`src/design/sqmp_pkg.sv`:
```
`timescale 1ns / 1ps
// Shared types and constants for the square matrix power block.
// No dependencies; used by sqmp_ctrl, sqmp_datapath and square_matrix_power.
package sqmp_pkg;

   localparam int ELEM_BITS = 32;   // element field width on the ports
   localparam int EXP_W     = 63;   // exponent field width
   localparam int DIM_W     = 3;    // dimension register width
   localparam int BIT_W     = 6;    // exponent bit counter width

   localparam logic [DIM_W-1:0] DIM_RESET  = 3'd4;
   localparam logic [BIT_W-1:0] EXP_TOP    = 6'(EXP_W - 1);
   localparam logic [1:0]       DRAIN_LAST = 2'd3;

   typedef struct packed {
      logic [ELEM_BITS-1:0] element;
      logic [EXP_W-1:0]     exponent;
      logic                 last_in;
   } req_payload_type;

   typedef struct packed {
      logic [ELEM_BITS-1:0] result_element;
      logic                 last_out;
   } rsp_payload_type;

   typedef enum logic [3:0] {
      ST_LOAD,
      ST_BIT,
      ST_SQUARE,
      ST_CHECK,
      ST_MULT,
      ST_DRAIN,
      ST_NEXT,
      ST_OUT_READ,
      ST_OUT_CAPTURE,
      ST_OUT_SEND
   } state_type;

   // Controller to datapath command flags
   typedef struct packed {
      logic base_we;    // store a loaded element into the base matrix
      logic issue;      // one multiply-accumulate term enters the pipeline
      logic rhs_base;   // right operand from the base matrix, else the accumulator
      logic ident;      // accumulator is still the identity
      logic diag;       // left operand position is on the diagonal
      logic first;      // first term of a dot product
      logic last;       // last term of a dot product
      logic out_cap;    // capture the read element for the result beat
      logic flip;       // swap accumulator banks
   } ctl_cmd_type;

endpackage

```
`src/design/sqmp_ctrl.sv`:
```
`timescale 1ns / 1ps
// Sequencer for the square matrix power block: load, square-and-multiply, unload.
// Depends on sqmp_pkg; drives sqmp_datapath through command flags and addresses.
module sqmp_ctrl #(
   parameter int MAX_DIM = 4
) (
   input  logic                         clock,
   input  logic                         reset,
   input  logic                         req_valid,
   output logic                         req_ready,
   input  logic                         req_last_in,
   input  logic [sqmp_pkg::EXP_W-1:0]   req_exponent,
   output logic                         rsp_valid,
   input  logic                         rsp_ready,
   output logic                         rsp_last,
   input  logic                         csr_we,
   input  logic [sqmp_pkg::DIM_W-1:0]   csr_wdata,
   output sqmp_pkg::ctl_cmd_type        cmd,
   output logic [((MAX_DIM*MAX_DIM > 1) ? $clog2(MAX_DIM*MAX_DIM) : 1)-1:0] base_waddr,
   output logic [((MAX_DIM*MAX_DIM > 1) ? $clog2(MAX_DIM*MAX_DIM) : 1)-1:0] lhs_addr,
   output logic [((MAX_DIM*MAX_DIM > 1) ? $clog2(MAX_DIM*MAX_DIM) : 1)-1:0] rhs_addr,
   output logic [((MAX_DIM*MAX_DIM > 1) ? $clog2(MAX_DIM*MAX_DIM) : 1)-1:0] wr_addr
);

   localparam int CELLS = MAX_DIM * MAX_DIM;
   localparam int CW    = (CELLS > 1) ? $clog2(CELLS) : 1;
   localparam int PW    = $clog2(CELLS + 1);
   localparam int IW    = (MAX_DIM > 1) ? $clog2(MAX_DIM) : 1;
   localparam int NW    = $clog2(MAX_DIM + 1);

   sqmp_pkg::state_type state_ff, state_in;

   logic [sqmp_pkg::DIM_W-1:0] dim_ff, dim_in;
   logic [PW-1:0]              load_pos_ff, load_pos_in;
   logic [sqmp_pkg::EXP_W-1:0] exp_ff, exp_in;
   logic [sqmp_pkg::BIT_W-1:0] bit_ff, bit_in;
   logic                       ident_ff, ident_in;
   logic                       mul_phase_ff, mul_phase_in;
   logic [1:0]                 drain_ff, drain_in;
   logic [IW-1:0]              i_ff, i_in, j_ff, j_in, k_ff, k_in;

   logic [NW-1:0] n;
   logic [IW-1:0] nm1;
   logic [PW-1:0] cells;
   logic          load_room;
   logic          req_fire;
   logic          mac_done;
   logic          out_last;

   function automatic logic [CW-1:0] lin(input logic [IW-1:0] r, input logic [IW-1:0] c,
                                         input logic [NW-1:0] dim);
      lin = CW'(int'(r) * int'(dim) + int'(c));
   endfunction

   // Clamp the programmed dimension to 1..MAX_DIM
   always_comb begin
      if (dim_ff == '0) begin
         n = NW'(1);
      end else if (int'(dim_ff) > MAX_DIM) begin
         n = NW'(MAX_DIM);
      end else begin
         n = NW'(dim_ff);
      end
   end

   assign nm1       = IW'(int'(n) - 1);
   assign cells     = PW'(int'(n) * int'(n));
   assign load_room = (load_pos_ff < cells);
   assign req_fire  = req_valid && req_ready;
   assign mac_done  = (i_ff == nm1) && (j_ff == nm1) && (k_ff == nm1);
   assign out_last  = (i_ff == nm1) && (j_ff == nm1);

   // Next state
   always_comb begin
      state_in = state_ff;
      unique case (state_ff)
         sqmp_pkg::ST_LOAD: begin
            if (req_valid && req_last_in) state_in = sqmp_pkg::ST_BIT;
         end
         sqmp_pkg::ST_BIT: begin
            state_in = ident_ff ? sqmp_pkg::ST_CHECK : sqmp_pkg::ST_SQUARE;
         end
         sqmp_pkg::ST_SQUARE, sqmp_pkg::ST_MULT: begin
            if (mac_done) state_in = sqmp_pkg::ST_DRAIN;
         end
         sqmp_pkg::ST_CHECK: begin
            state_in = exp_ff[sqmp_pkg::EXP_W-1] ? sqmp_pkg::ST_MULT : sqmp_pkg::ST_NEXT;
         end
         sqmp_pkg::ST_DRAIN: begin
            if (drain_ff == sqmp_pkg::DRAIN_LAST) begin
               state_in = mul_phase_ff ? sqmp_pkg::ST_NEXT : sqmp_pkg::ST_CHECK;
            end
         end
         sqmp_pkg::ST_NEXT: begin
            state_in = (bit_ff == '0) ? sqmp_pkg::ST_OUT_READ : sqmp_pkg::ST_BIT;
         end
         sqmp_pkg::ST_OUT_READ:    state_in = sqmp_pkg::ST_OUT_CAPTURE;
         sqmp_pkg::ST_OUT_CAPTURE: state_in = sqmp_pkg::ST_OUT_SEND;
         sqmp_pkg::ST_OUT_SEND: begin
            if (rsp_ready) state_in = out_last ? sqmp_pkg::ST_LOAD : sqmp_pkg::ST_OUT_READ;
         end
         default: state_in = sqmp_pkg::ST_LOAD;
      endcase
   end

   // Outputs
   always_comb begin
      cmd        = '0;
      req_ready  = (state_ff == sqmp_pkg::ST_LOAD);
      rsp_valid  = (state_ff == sqmp_pkg::ST_OUT_SEND);
      rsp_last   = out_last;
      base_waddr = CW'(load_pos_ff);
      rhs_addr   = lin(k_ff, j_ff, n);
      wr_addr    = lin(i_ff, j_ff, n);
      lhs_addr   = lin(i_ff, k_ff, n);
      unique case (state_ff)
         sqmp_pkg::ST_LOAD: begin
            cmd.base_we = req_valid && load_room;
         end
         sqmp_pkg::ST_SQUARE, sqmp_pkg::ST_MULT: begin
            cmd.issue    = 1'b1;
            cmd.rhs_base = (state_ff == sqmp_pkg::ST_MULT);
            cmd.ident    = ident_ff;
            cmd.diag     = (i_ff == k_ff);
            cmd.first    = (k_ff == '0);
            cmd.last     = (k_ff == nm1);
         end
         sqmp_pkg::ST_DRAIN: begin
            cmd.flip = (drain_ff == sqmp_pkg::DRAIN_LAST);
         end
         sqmp_pkg::ST_OUT_READ: begin
            lhs_addr  = lin(i_ff, j_ff, n);
            cmd.ident = ident_ff;
            cmd.diag  = (i_ff == j_ff);
         end
         sqmp_pkg::ST_OUT_CAPTURE: begin
            cmd.out_cap = 1'b1;
         end
         default: begin
         end
      endcase
   end

   // Dimension register, datapath counters, exponent and load position
   always_comb begin
      dim_in       = csr_we ? csr_wdata : dim_ff;
      load_pos_in  = load_pos_ff;
      exp_in       = exp_ff;
      bit_in       = bit_ff;
      ident_in     = ident_ff;
      mul_phase_in = mul_phase_ff;
      drain_in     = drain_ff;
      i_in         = i_ff;
      j_in         = j_ff;
      k_in         = k_ff;
      unique case (state_ff)
         sqmp_pkg::ST_LOAD: begin
            i_in = '0;
            j_in = '0;
            k_in = '0;
            if (req_fire) begin
               if (req_last_in) begin
                  load_pos_in = '0;
                  exp_in      = req_exponent;
                  bit_in      = sqmp_pkg::EXP_TOP;
                  ident_in    = 1'b1;
               end else if (load_room) begin
                  load_pos_in = load_pos_ff + PW'(1);
               end
            end
         end
         sqmp_pkg::ST_SQUARE, sqmp_pkg::ST_MULT: begin
            mul_phase_in = (state_ff == sqmp_pkg::ST_MULT);
            if (k_ff == nm1) begin
               k_in = '0;
               if (j_ff == nm1) begin
                  j_in = '0;
                  i_in = (i_ff == nm1) ? '0 : i_ff + IW'(1);
               end else begin
                  j_in = j_ff + IW'(1);
               end
            end else begin
               k_in = k_ff + IW'(1);
            end
         end
         sqmp_pkg::ST_DRAIN: begin
            if (drain_ff == sqmp_pkg::DRAIN_LAST) begin
               drain_in = '0;
               if (mul_phase_ff) ident_in = 1'b0;
            end else begin
               drain_in = drain_ff + 2'd1;
            end
         end
         sqmp_pkg::ST_NEXT: begin
            exp_in = {exp_ff[sqmp_pkg::EXP_W-2:0], 1'b0};
            if (bit_ff != '0) bit_in = bit_ff - sqmp_pkg::BIT_W'(1);
         end
         sqmp_pkg::ST_OUT_SEND: begin
            if (rsp_ready) begin
               if (j_ff == nm1) begin
                  j_in = '0;
                  i_in = (i_ff == nm1) ? '0 : i_ff + IW'(1);
               end else begin
                  j_in = j_ff + IW'(1);
               end
            end
         end
         default: begin
         end
      endcase
   end

   always_ff @(posedge clock) begin
      if (reset) begin
         state_ff     <= sqmp_pkg::ST_LOAD;
         dim_ff       <= sqmp_pkg::DIM_RESET;
         load_pos_ff  <= '0;
         exp_ff       <= '0;
         bit_ff       <= '0;
         ident_ff     <= 1'b0;
         mul_phase_ff <= 1'b0;
         drain_ff     <= '0;
         i_ff         <= '0;
         j_ff         <= '0;
         k_ff         <= '0;
      end else begin
         state_ff     <= state_in;
         dim_ff       <= dim_in;
         load_pos_ff  <= load_pos_in;
         exp_ff       <= exp_in;
         bit_ff       <= bit_in;
         ident_ff     <= ident_in;
         mul_phase_ff <= mul_phase_in;
         drain_ff     <= drain_in;
         i_ff         <= i_in;
         j_ff         <= j_in;
         k_ff         <= k_in;
      end
   end

   a_start: assert property (@(posedge clock) disable iff (reset)
      (req_fire && req_last_in) |=>
         (state_ff == sqmp_pkg::ST_BIT && ident_ff && load_pos_ff == '0))
      else $error("computation did not start cleanly after the last load beat");

   a_no_square_ident: assert property (@(posedge clock) disable iff (reset)
      (state_ff == sqmp_pkg::ST_SQUARE) |-> !ident_ff)
      else $error("squaring issued while the accumulator is the identity");

   a_drain_state: assert property (@(posedge clock) disable iff (reset)
      (drain_ff != '0) |-> (state_ff == sqmp_pkg::ST_DRAIN))
      else $error("drain counter running outside the drain state");

endmodule

```
`src/design/sqmp_datapath.sv`:
```
`timescale 1ns / 1ps
// Matrix stores and the shared multiply-accumulate pipeline.
// Depends on sqmp_pkg; commanded by sqmp_ctrl.
module sqmp_datapath #(
   parameter int MAX_DIM    = 4,
   parameter int ELEM_WIDTH = 32
) (
   input  logic                             clock,
   input  logic                             reset,
   input  sqmp_pkg::ctl_cmd_type            cmd,
   input  logic [((MAX_DIM*MAX_DIM > 1) ? $clog2(MAX_DIM*MAX_DIM) : 1)-1:0] base_waddr,
   input  logic [((MAX_DIM*MAX_DIM > 1) ? $clog2(MAX_DIM*MAX_DIM) : 1)-1:0] lhs_addr,
   input  logic [((MAX_DIM*MAX_DIM > 1) ? $clog2(MAX_DIM*MAX_DIM) : 1)-1:0] rhs_addr,
   input  logic [((MAX_DIM*MAX_DIM > 1) ? $clog2(MAX_DIM*MAX_DIM) : 1)-1:0] wr_addr,
   input  logic [sqmp_pkg::ELEM_BITS-1:0]   elem_in,
   output logic [sqmp_pkg::ELEM_BITS-1:0]   result_element
);

   localparam int CELLS = MAX_DIM * MAX_DIM;
   localparam int CW    = (CELLS > 1) ? $clog2(CELLS) : 1;
   localparam int AW    = $clog2(2 * CELLS);
   localparam int W     = ELEM_WIDTH;
   localparam int H     = (W + 1) / 2;
   localparam int L     = W - H;

   logic [W-1:0] base_mem [CELLS];
   logic [W-1:0] acc_mem  [2*CELLS];

   logic          bank_ff;
   logic [AW-1:0] rd_a_idx, rd_b_idx, wr_idx;

   logic [W-1:0] rd_a_ff, rd_b_ff, rd_base_ff;
   logic [W-1:0] out_ff;

   logic          s1_valid_ff, s1_first_ff, s1_last_ff, s1_ident_ff, s1_diag_ff, s1_rhs_base_ff;
   logic [CW-1:0] s1_waddr_ff;
   logic          s2_valid_ff, s2_first_ff, s2_last_ff;
   logic [CW-1:0] s2_waddr_ff;
   logic          s3_valid_ff, s3_first_ff, s3_last_ff;
   logic [CW-1:0] s3_waddr_ff;

   logic [W-1:0]   lhs_val, rhs_val;
   logic [2*H-1:0] ll_ff, ll_in;
   logic [L-1:0]   lh_ff, lh_in, hl_ff, hl_in;
   logic [L-1:0]   cross_sum;
   logic [W-1:0]   prod_ff, prod_in;
   logic [W-1:0]   mac_ff, mac_in;

   // Reads come from the current bank, products go to the other one
   assign rd_a_idx = bank_ff ? AW'(lhs_addr) + AW'(CELLS) : AW'(lhs_addr);
   assign rd_b_idx = bank_ff ? AW'(rhs_addr) + AW'(CELLS) : AW'(rhs_addr);
   assign wr_idx   = bank_ff ? AW'(s3_waddr_ff) : AW'(s3_waddr_ff) + AW'(CELLS);

   always_ff @(posedge clock) begin
      if (cmd.base_we) base_mem[base_waddr] <= W'(elem_in);
      rd_base_ff <= base_mem[rhs_addr];
   end

   always_ff @(posedge clock) begin
      if (s3_valid_ff && s3_last_ff) acc_mem[wr_idx] <= mac_in;
      rd_a_ff <= acc_mem[rd_a_idx];
      rd_b_ff <= acc_mem[rd_b_idx];
   end

   // Identity accumulator is substituted on the left operand
   assign lhs_val = s1_ident_ff ? W'(s1_diag_ff) : rd_a_ff;
   assign rhs_val = s1_rhs_base_ff ? rd_base_ff : rd_b_ff;

   // Split product: only the low W bits of the full product are kept
   assign ll_in     = (2*H)'(lhs_val[H-1:0]) * (2*H)'(rhs_val[H-1:0]);
   assign lh_in     = L'(lhs_val[H-1:0] * H'(rhs_val[W-1:H]));
   assign hl_in     = L'(H'(lhs_val[W-1:H]) * rhs_val[H-1:0]);
   assign cross_sum = lh_ff + hl_ff;
   assign prod_in   = W'(ll_ff) + {cross_sum, {H{1'b0}}};
   assign mac_in    = (s3_first_ff ? '0 : mac_ff) + prod_ff;

   always_ff @(posedge clock) begin
      s1_first_ff    <= cmd.first;
      s1_last_ff     <= cmd.last;
      s1_ident_ff    <= cmd.ident;
      s1_diag_ff     <= cmd.diag;
      s1_rhs_base_ff <= cmd.rhs_base;
      s1_waddr_ff    <= wr_addr;
      ll_ff          <= ll_in;
      lh_ff          <= lh_in;
      hl_ff          <= hl_in;
      s2_first_ff    <= s1_first_ff;
      s2_last_ff     <= s1_last_ff;
      s2_waddr_ff    <= s1_waddr_ff;
      prod_ff        <= prod_in;
      s3_first_ff    <= s2_first_ff;
      s3_last_ff     <= s2_last_ff;
      s3_waddr_ff    <= s2_waddr_ff;
      if (s3_valid_ff) mac_ff <= mac_in;
      if (cmd.out_cap) out_ff <= lhs_val;
   end

   always_ff @(posedge clock) begin
      if (reset) begin
         bank_ff     <= 1'b0;
         s1_valid_ff <= 1'b0;
         s2_valid_ff <= 1'b0;
         s3_valid_ff <= 1'b0;
      end else begin
         if (cmd.flip) bank_ff <= ~bank_ff;
         s1_valid_ff <= cmd.issue;
         s2_valid_ff <= s1_valid_ff;
         s3_valid_ff <= s2_valid_ff;
      end
   end

   assign result_element = sqmp_pkg::ELEM_BITS'(out_ff);

   a_flip_empty: assert property (@(posedge clock) disable iff (reset)
      cmd.flip |-> !(s1_valid_ff || s2_valid_ff || s3_valid_ff))
      else $error("bank swap while products are still in the pipeline");

   a_cap_empty: assert property (@(posedge clock) disable iff (reset)
      cmd.out_cap |-> !(s1_valid_ff || s2_valid_ff || s3_valid_ff))
      else $error("result capture overlaps multiply-accumulate work");

endmodule

```
`src/design/square_matrix_power.sv`:
```
`timescale 1ns / 1ps
// Square matrix power: loads a matrix beat by beat and emits its power.
// Depends on sqmp_pkg, sqmp_ctrl and sqmp_datapath.
//
// Load n*n element beats in row-major order (n is the dimension register,
// clamped to 1..MAX_DIM); the beat with last_in set also carries the exponent
// and starts the computation. Load beats can be accepted back to back. The
// power is formed by square-and-multiply from exponent bit 62 down through
// one shared multiply-accumulate pipeline: each bit passes through the control
// states, plus a squaring once the accumulator has left the identity, plus a
// multiply by the base when the bit is set. The leading zero bits pass
// through the control states only. The result is then sent as n*n beats, each
// passing through the memory read, capture and send states, the final one
// marked with last_out. No new load beat is accepted from the start of the
// computation until the final result beat is taken.
module square_matrix_power #(
   parameter int MAX_DIM    = 4,
   parameter int ELEM_WIDTH = 32
) (
   input  logic                             clock,
   input  logic                             reset,
   input  logic                             req_valid,
   output logic                             req_ready,
   input  sqmp_pkg::req_payload_type        req_data,
   output logic                             rsp_valid,
   input  logic                             rsp_ready,
   output sqmp_pkg::rsp_payload_type        rsp_data,
   input  logic                             csr_we,
   input  logic [sqmp_pkg::DIM_W-1:0]       csr_wdata
);

   localparam int CELLS = MAX_DIM * MAX_DIM;
   localparam int CW    = (CELLS > 1) ? $clog2(CELLS) : 1;

   sqmp_pkg::ctl_cmd_type cmd;
   logic [CW-1:0]         base_waddr, lhs_addr, rhs_addr, wr_addr;
   logic                  rsp_last;
   logic [sqmp_pkg::ELEM_BITS-1:0] result_element;

   sqmp_ctrl #(
      .MAX_DIM (MAX_DIM)
   ) u_ctrl (
      .clock        (clock),
      .reset        (reset),
      .req_valid    (req_valid),
      .req_ready    (req_ready),
      .req_last_in  (req_data.last_in),
      .req_exponent (req_data.exponent),
      .rsp_valid    (rsp_valid),
      .rsp_ready    (rsp_ready),
      .rsp_last     (rsp_last),
      .csr_we       (csr_we),
      .csr_wdata    (csr_wdata),
      .cmd          (cmd),
      .base_waddr   (base_waddr),
      .lhs_addr     (lhs_addr),
      .rhs_addr     (rhs_addr),
      .wr_addr      (wr_addr)
   );

   sqmp_datapath #(
      .MAX_DIM    (MAX_DIM),
      .ELEM_WIDTH (ELEM_WIDTH)
   ) u_datapath (
      .clock          (clock),
      .reset          (reset),
      .cmd            (cmd),
      .base_waddr     (base_waddr),
      .lhs_addr       (lhs_addr),
      .rhs_addr       (rhs_addr),
      .wr_addr        (wr_addr),
      .elem_in        (req_data.element),
      .result_element (result_element)
   );

   assign rsp_data.result_element = result_element;
   assign rsp_data.last_out       = rsp_last;

endmodule

```
`config.mk`:
```
export PLATFORM = sky130hd
export DESIGN_NAME = square_matrix_power
export DESIGN_NICKNAME = d
export VERILOG_FILES = /design/src/design/sqmp_pkg.sv /design/src/design/sqmp_ctrl.sv /design/src/design/sqmp_datapath.sv /design/src/design/square_matrix_power.sv
export SDC_FILE = /design/constraint.sdc
export NUM_CORES = 2
export LEC_CHECK = 0
export ABC_CLOCK_PERIOD_IN_PS = 6800
export BUFFER_PORTS_ARGS = -buffer_cell sky130_fd_sc_hd__clkbuf_2
export CAP_MARGIN = 20
export CORE_MARGIN = 2
export CORE_UTILIZATION = 58
export CTS_CLUSTER_DIAMETER = 100
export CTS_CLUSTER_SIZE = 28
export DETAILED_ROUTE_END_ITERATION = 7
export PLACE_DENSITY = 0.77
export SLEW_MARGIN = 20
export SYNTH_ARGS = -nofsm -noshare
export SYNTH_HDL_FRONTEND = slang
export SYNTH_SLANG_ARGS = --single-unit
```
`constraint.sdc`:
```
create_clock -name clock -period 6.8 [get_ports clock]
set_clock_uncertainty 0.15 [all_clocks]
set_input_delay 1.02 -clock clock [delete_from_list [all_inputs] [get_ports clock]]
set_output_delay 1.02 -clock clock [all_outputs]
set_load 0.02 [all_outputs]
```
==> Word-level counts from Yosys, hierarchy flattened <==
Memory sizes are Yosys's and may differ from the RTL's. A register that Yosys moved wholly into a read port is not among the register bits.
Cells that the tools add are included.
{ "totals": {"regBits": 276, "latchBits": 0, "ramBits": 1536, "romBits": 0, "input_bits": 104, "output_inout_bits": 35, "word_cells": 161, "mem_count": 2} }
{ "memory_table": {"columns": ["name", "depth", "word_bits", "rd", "rd_clocked_by_memory_dff", "write_ports", "line_no", "text"], "rows": [
  ["u_datapath.acc_mem", 32, 32, 2, 2, 1, "sqmp_datapath.sv:27", "logic [W-1:0] acc_mem [2*CELLS];"],
  ["u_datapath.base_mem", 16, 32, 1, 1, 1, "sqmp_datapath.sv:26", "logic [W-1:0] base_mem [CELLS];"]
]} }
{ "classes": {"add_sub_neg": 16, "multipliers": 6, "n_div": 0, "n_lt_le_gt_ge": 2, "eq_ne": 24, "shifts": 0, "n_mux": 54, "bitwise_logic": 1, "n_reduce_logical": 23} }
{ "ops": {"columns": ["operator", "count"], "rows": [
  ["$mux 63", 2],
  ["$pmux 63 s2", 1],
  ["$mux 32", 3],
  ["$add 32x32->32", 2],
  ["$pmux 4 s9", 1],
  ["$mul 16x16->16", 2],
  ["$mul 16x16->32", 1],
  ["$mux 5", 5],
  ["$mux 2", 11],
  ["$mux 4", 5],
  ["$mux 6", 3],
  ["$add 16x16->16", 1],
  ["$eq 4x3->1 const B", 4],
  ["$add 4x5->5 const B", 3],
  ["$mux 3", 5],
  ["$add 4x3->4", 3],
  ["$mux 1", 12],
  ["$ne 2x1->1 const B", 6],
  ["$pmux 2 s3", 2],
  ["$pmux 6 s2", 1],
  ["$eq 2x2->1", 5],
  ["$reduce_and 3->1", 3],
  ["$add 2x1->2 const B", 4],
  ["$eq 4x2->1 const B", 2],
  ["25 further kinds", 39]
]} }

==> Logic depth before layout (Yosys ltp) <==
{ "logic_depth": {"depth_word": 9, "depth_mapped": 27} }

==> Cells and area by module <==
A second synthesis with hierarchy kept.
{ "unflattened": {"hier_cells": 5953, "hier_area_um2": 97121.9} }
{ "modules_own_cells": {"columns": ["mod", "instances", "cells_per_inst", "area_each_um2", "seq_area_each_um2"], "rows": [
  ["sqmp_datapath", 1, 5394, 92085.8, 52390.2],
  ["sqmp_ctrl", 1, 558, 5028.6, 1821.7],
  ["square_matrix_power", 1, 1, 7.5, 0.0]
]} }

==> Worst setup path before layout <==
No wires, ideal clock.
{ "synth_path": {"path_kind": "register to register", "from": "register u_datapath.s1_rhs_base_ff", "to": "register u_datapath.ll_ff[31]", "setup_ns": 0.072, "t_arrival_ns": 6.934, "t_required_ns": 6.578, "setup_slack_ns": -0.357, "path_stages_with_launch": 27, "period_less_slack_ns": 7.157, "path_cell_list": "dfxtp_1 -> buf_2 -> buf_2 -> buf_2 -> buf_2 -> mux2i_1 -> clkbuf_1 -> nor2_1 -> fa_1 -> inv_1 -> fa_1 -> fa_1 -> inv_1 -> fa_1 -> fa_1 -> inv_1 -> fa_1 -> inv_1 -> ha_1 -> o21a_1 -> o21ai_0 -> nor3_1 -> a21oi_1 -> a211oi_1 -> a2111o_1 -> a21oi_1 -> xnor2_1"} }
{ "synth_via": {"elab_chain_cells": 2} }
{ "synth_lines": {"columns": ["item", "line_no", "text"], "rows": [
  ["start, declared", "sqmp_datapath.sv:35", "logic s1_valid_ff, s1_first_ff, s1_last_ff, s1_ident_ff, s1_diag_ff, s1_rhs_base_ff;"],
  ["start signal, assigned", "sqmp_datapath.sv:82", "s1_rhs_base_ff <= cmd.rhs_base;"],
  ["$mux 32", "sqmp_datapath.sv:67", "assign rhs_val = s1_rhs_base_ff ? rd_base_ff : rd_b_ff;"],
  ["$mul 16x16->32", "sqmp_datapath.sv:70", "assign ll_in = (2*H)'(lhs_val[H-1:0]) * (2*H)'(rhs_val[H-1:0]);"],
  ["named net u_datapath.ll_in[31]", "sqmp_datapath.sv:43", "logic [2*H-1:0] ll_ff, ll_in;"],
  ["end signal, assigned", "sqmp_datapath.sv:84", "ll_ff <= ll_in;"],
  ["end, declared", "sqmp_datapath.sv:43", null]
]} }
The timed path passes the listed nets, and every way through them passes these cells.
A chain may end at the register's enable or synchronous reset.

==> Worst setup path in the final report <==
Same ends and word-level chain as after synthesis.

==> impl_results.md <==
* Status: completed
* Clock Path Buffers at 3
* Seq/Total Area, Yosys at 0.557
* Vias/cell at 6.56
* Clock Latency Late Sink at 0.78 ns
* DRT iter0 DRCs at 7707
* Final hold vios at 0
* Synth top area share at 0.493
* Mapped Nets at 6861
* # DRC at 0
* Top Registers: u_datapath.acc_mem: 1024 flops, u_datapath.base_mem: 512 flops, u_ctrl.exp_ff: 63 flops
* Setup ws final at 0.215 ns
* Final WL at 261000 um
* HP Class: reg -> reg
* Netlist cell types at 81
* Fmax at 152 MHz
* GR Overflow Total at 0
* RSZ-0062 raised after global routing: true
* DIE WIDTH at 414 um
* Clk pin slew, worst setup/hold paths at 0.11 ns
* Final setup viols at 0
* Met3 routed WL at 26800 um
* Syn Area/Cell at 15.9 um^2
* Cell count after synthesis at 6110
* Worst Setup SP: u_datapath.s1_rhs_base_ff$_SDFF_PN0_
* CTS buffer count at 82
* Max reg flops at 1024
* Max_slew headroom at 0.208
* Crit path kind: reg -> reg
* CP required at 7.36 ns
* Met1 Wirelength at 97200 um
* Router iterations before antenna repair at 8
* Cell taking the most area after synthesis: edfxtp_1
* Hold slack final at 0.148 ns
* Fraction of registers with async set/reset at 0
* Reg2reg end: u_datapath.ll_ff[31]$_DFF_P_
* Max layer used: met5
* Fill count at 11600
* Total GRT Usage at 0.310
* Share of layout cells above drive strength 1 at 0.220
* Max_cap viols at 0
* Clk sinks at 1908
* Final core utilization at 0.628
* Tmin final at 6.58 ns
* H-tree depth at 3
* Reg-to-reg slack, setup at 0.22 ns
* Critical Path AT at 7.15 ns
* Setup WS pre-CTS at 0.0329 ns
* Die Area at 171000 um^2
* Routability cong. at 0.983
* First-pass GRT wire length at 381000 um
* Yosys reg bits at 1908
* Max-slew violation count at 0
* EDFF count, synth at 1600
* DIE HEIGHT at 414 um
* IO buf count at 138
* Initial Utilization at 0.583
* Yosys warning total at 0
* Max FO, Critical Path at 10
* Top-count cell post-synth: edfxtp_1
* Commonest cells post-synth: 1600 x edfxtp_1, 742 x mux4_2, 553 x inv_1, 483 x nand2_1, 436 x nor2_1
* Fin nets at 7003
* Initial antenna violation count at 30
* Worst r2r path cells at 21
* Setup Total Neg Slack at 0 ns
* CTS tree: yes
* Vias at 56000
* Post-DR wirelength/cell at 30.6 um
* Post-DP HPWL at 171000 um
* Syn Std Cell Area at 97400 um^2
* IO Count at 139
* Core area at 167000 um^2
* Hold depth at 0
* Crit share post-route at 0.968
* Detail Route Antenna Nets at 0
* Metal2 WL at 124000 um
* Worst Setup EP: u_datapath.ll_ff[31]$_DFF_P_
* Biggest register: u_datapath.acc_mem
* Clock Tree Root: clkbuf_16
* FP Rows at 150
* Vias in the first global route at 56200
* RR Startpoint: u_datapath.s1_rhs_base_ff$_SDFF_PN0_
* CP Capture Type: flip-flop
* Type of origin of the critical path: flip-flop
* Worst-Margin Slew at 1.19 ns
* Largest cells by area after synthesis: edfxtp_1 49%, mux4_2 17%, fa_1 7.4%, dfxtp_1 6.3%, ha_1 3.7%
* Largest net degree at the start of global routing at 128
* Layout area overhead at 7.70%
* Post-synth top flop: edfxtp_1
cell usage in the layout (no fill, tap or decap), types with 45 or more instances in the layout:
cell type	netlist	final
ha_1	285	282
clkbuf_2	0	138
nor2b_1	53	53
nand2_1	483	482
nor2_4	0	45
buf_4	8	198
clkbuf_16	0	82
a21oi_1	90	85
mux2i_1	160	155
dfxtp_1	308	304
xnor2_1	132	116
mux2_2	59	58
mux4_2	742	742
fa_1	362	361
clkbuf_1	172	52
edfxtp_1	1600	1600
a311oi_1	66	65
nor2_1	436	391
o21ai_0	49	46
inv_1	553	552
worst min path at each step:
stage | from | endpoint | slack (ns)
floorplan | u_datapath.ll_ff[0]$_DFF_P_ | u_datapath.prod_ff[0]$_DFF_P_ | 0.16
global placement | u_datapath.ll_ff[14]$_DFF_P_ | u_datapath.prod_ff[14]$_DFF_P_ | 0.16
detailed placement | u_datapath.ll_ff[13]$_DFF_P_ | u_datapath.prod_ff[13]$_DFF_P_ | 0.16
CTS | u_datapath.ll_ff[15]$_DFF_P_ | u_datapath.prod_ff[15]$_DFF_P_ | 0.15
global route | u_datapath.ll_ff[15]$_DFF_P_ | u_datapath.prod_ff[15]$_DFF_P_ | 0.15
finish | u_datapath.ll_ff[15]$_DFF_P_ | u_datapath.prod_ff[15]$_DFF_P_ | 0.15
layer usage:
metal,vias to the layer above,global-route usage
li1,23100,-
met1,29000,0.434
met2,3309,0.485
met3,568,0.0522
met4,12,0.135
met5,-,0
cells by family (layout without fill, tap and decap cells):
kind of cell | Yosys count | after routing | share of synthesized area
flops | 1908 | 1908 | 0.557
simple gates | 1157 | 1157 | 0.0504
mux | 988 | 988 | 0.202
buf+inv | 875 | 1085 | 0.0387
fa+ha+maj | 647 | 647 | 0.111
compound gates | 360 | 360 | 0.0256
xor+xnor | 175 | 175 | 0.0157
other cells | 0 | 19 | 0
repair_timing:
action / 4_1_cts / 5_1_grt
hold endpoints to repair: 0 / 0
endpoints found under the setup margin: 0 / 10
buffers inserted: 0 / 1
resized for setup: 0 / 11
hold buffers: 0 / 0
final cells by class:
class	count	area [um^2]	area share
Antenna cell	19	47.5	0.000453
Clock buffer	135	2260	0.0216
Inverter	564	2120	0.0202
Sequential cell	1908	54200	0.517
Timing Repair Buffer	369	2860	0.0273
Clock inverter	17	369	0.00352
Tap cell	2204	2760	0.0263
Multi-Input combinational cell	3327	40300	0.384
critical path, stage by stage, from the launching register on:
cell and delay, ns:
dfxtp_4 0.42, mux2i_4 0.58, nor2_1 0.13, fa_1 0.55, inv_1 0.05, fa_1 0.48
inv_1 0.05, fa_1 0.49, fa_1 0.51, fa_1 0.49, inv_1 0.07, fa_1 0.55
inv_1 0.06, ha_1 0.34, a21o_1 0.20, a21oi_2 0.19, o221ai_1 0.17, nor3_1 0.24
a211oi_1 0.13, a2111o_1 0.40, a21oi_1 0.18, xnor2_1 0.13
per-stage QoR:
| step | instances | area (um^2) |
|---|---|---|
| floorplan | 6110 | 97400 |
| global placement | 8360 | 102000 |
| detailed placement | 8363 | 102000 |
| CTS | 8515 | 105000 |
| global route | 8541 | 105000 |
| finish | 8543 | 105000 |
Power is left out: the tool's default activity adds up to more than one toggle a clock period on the data nets, which glitch-free logic cannot reach.
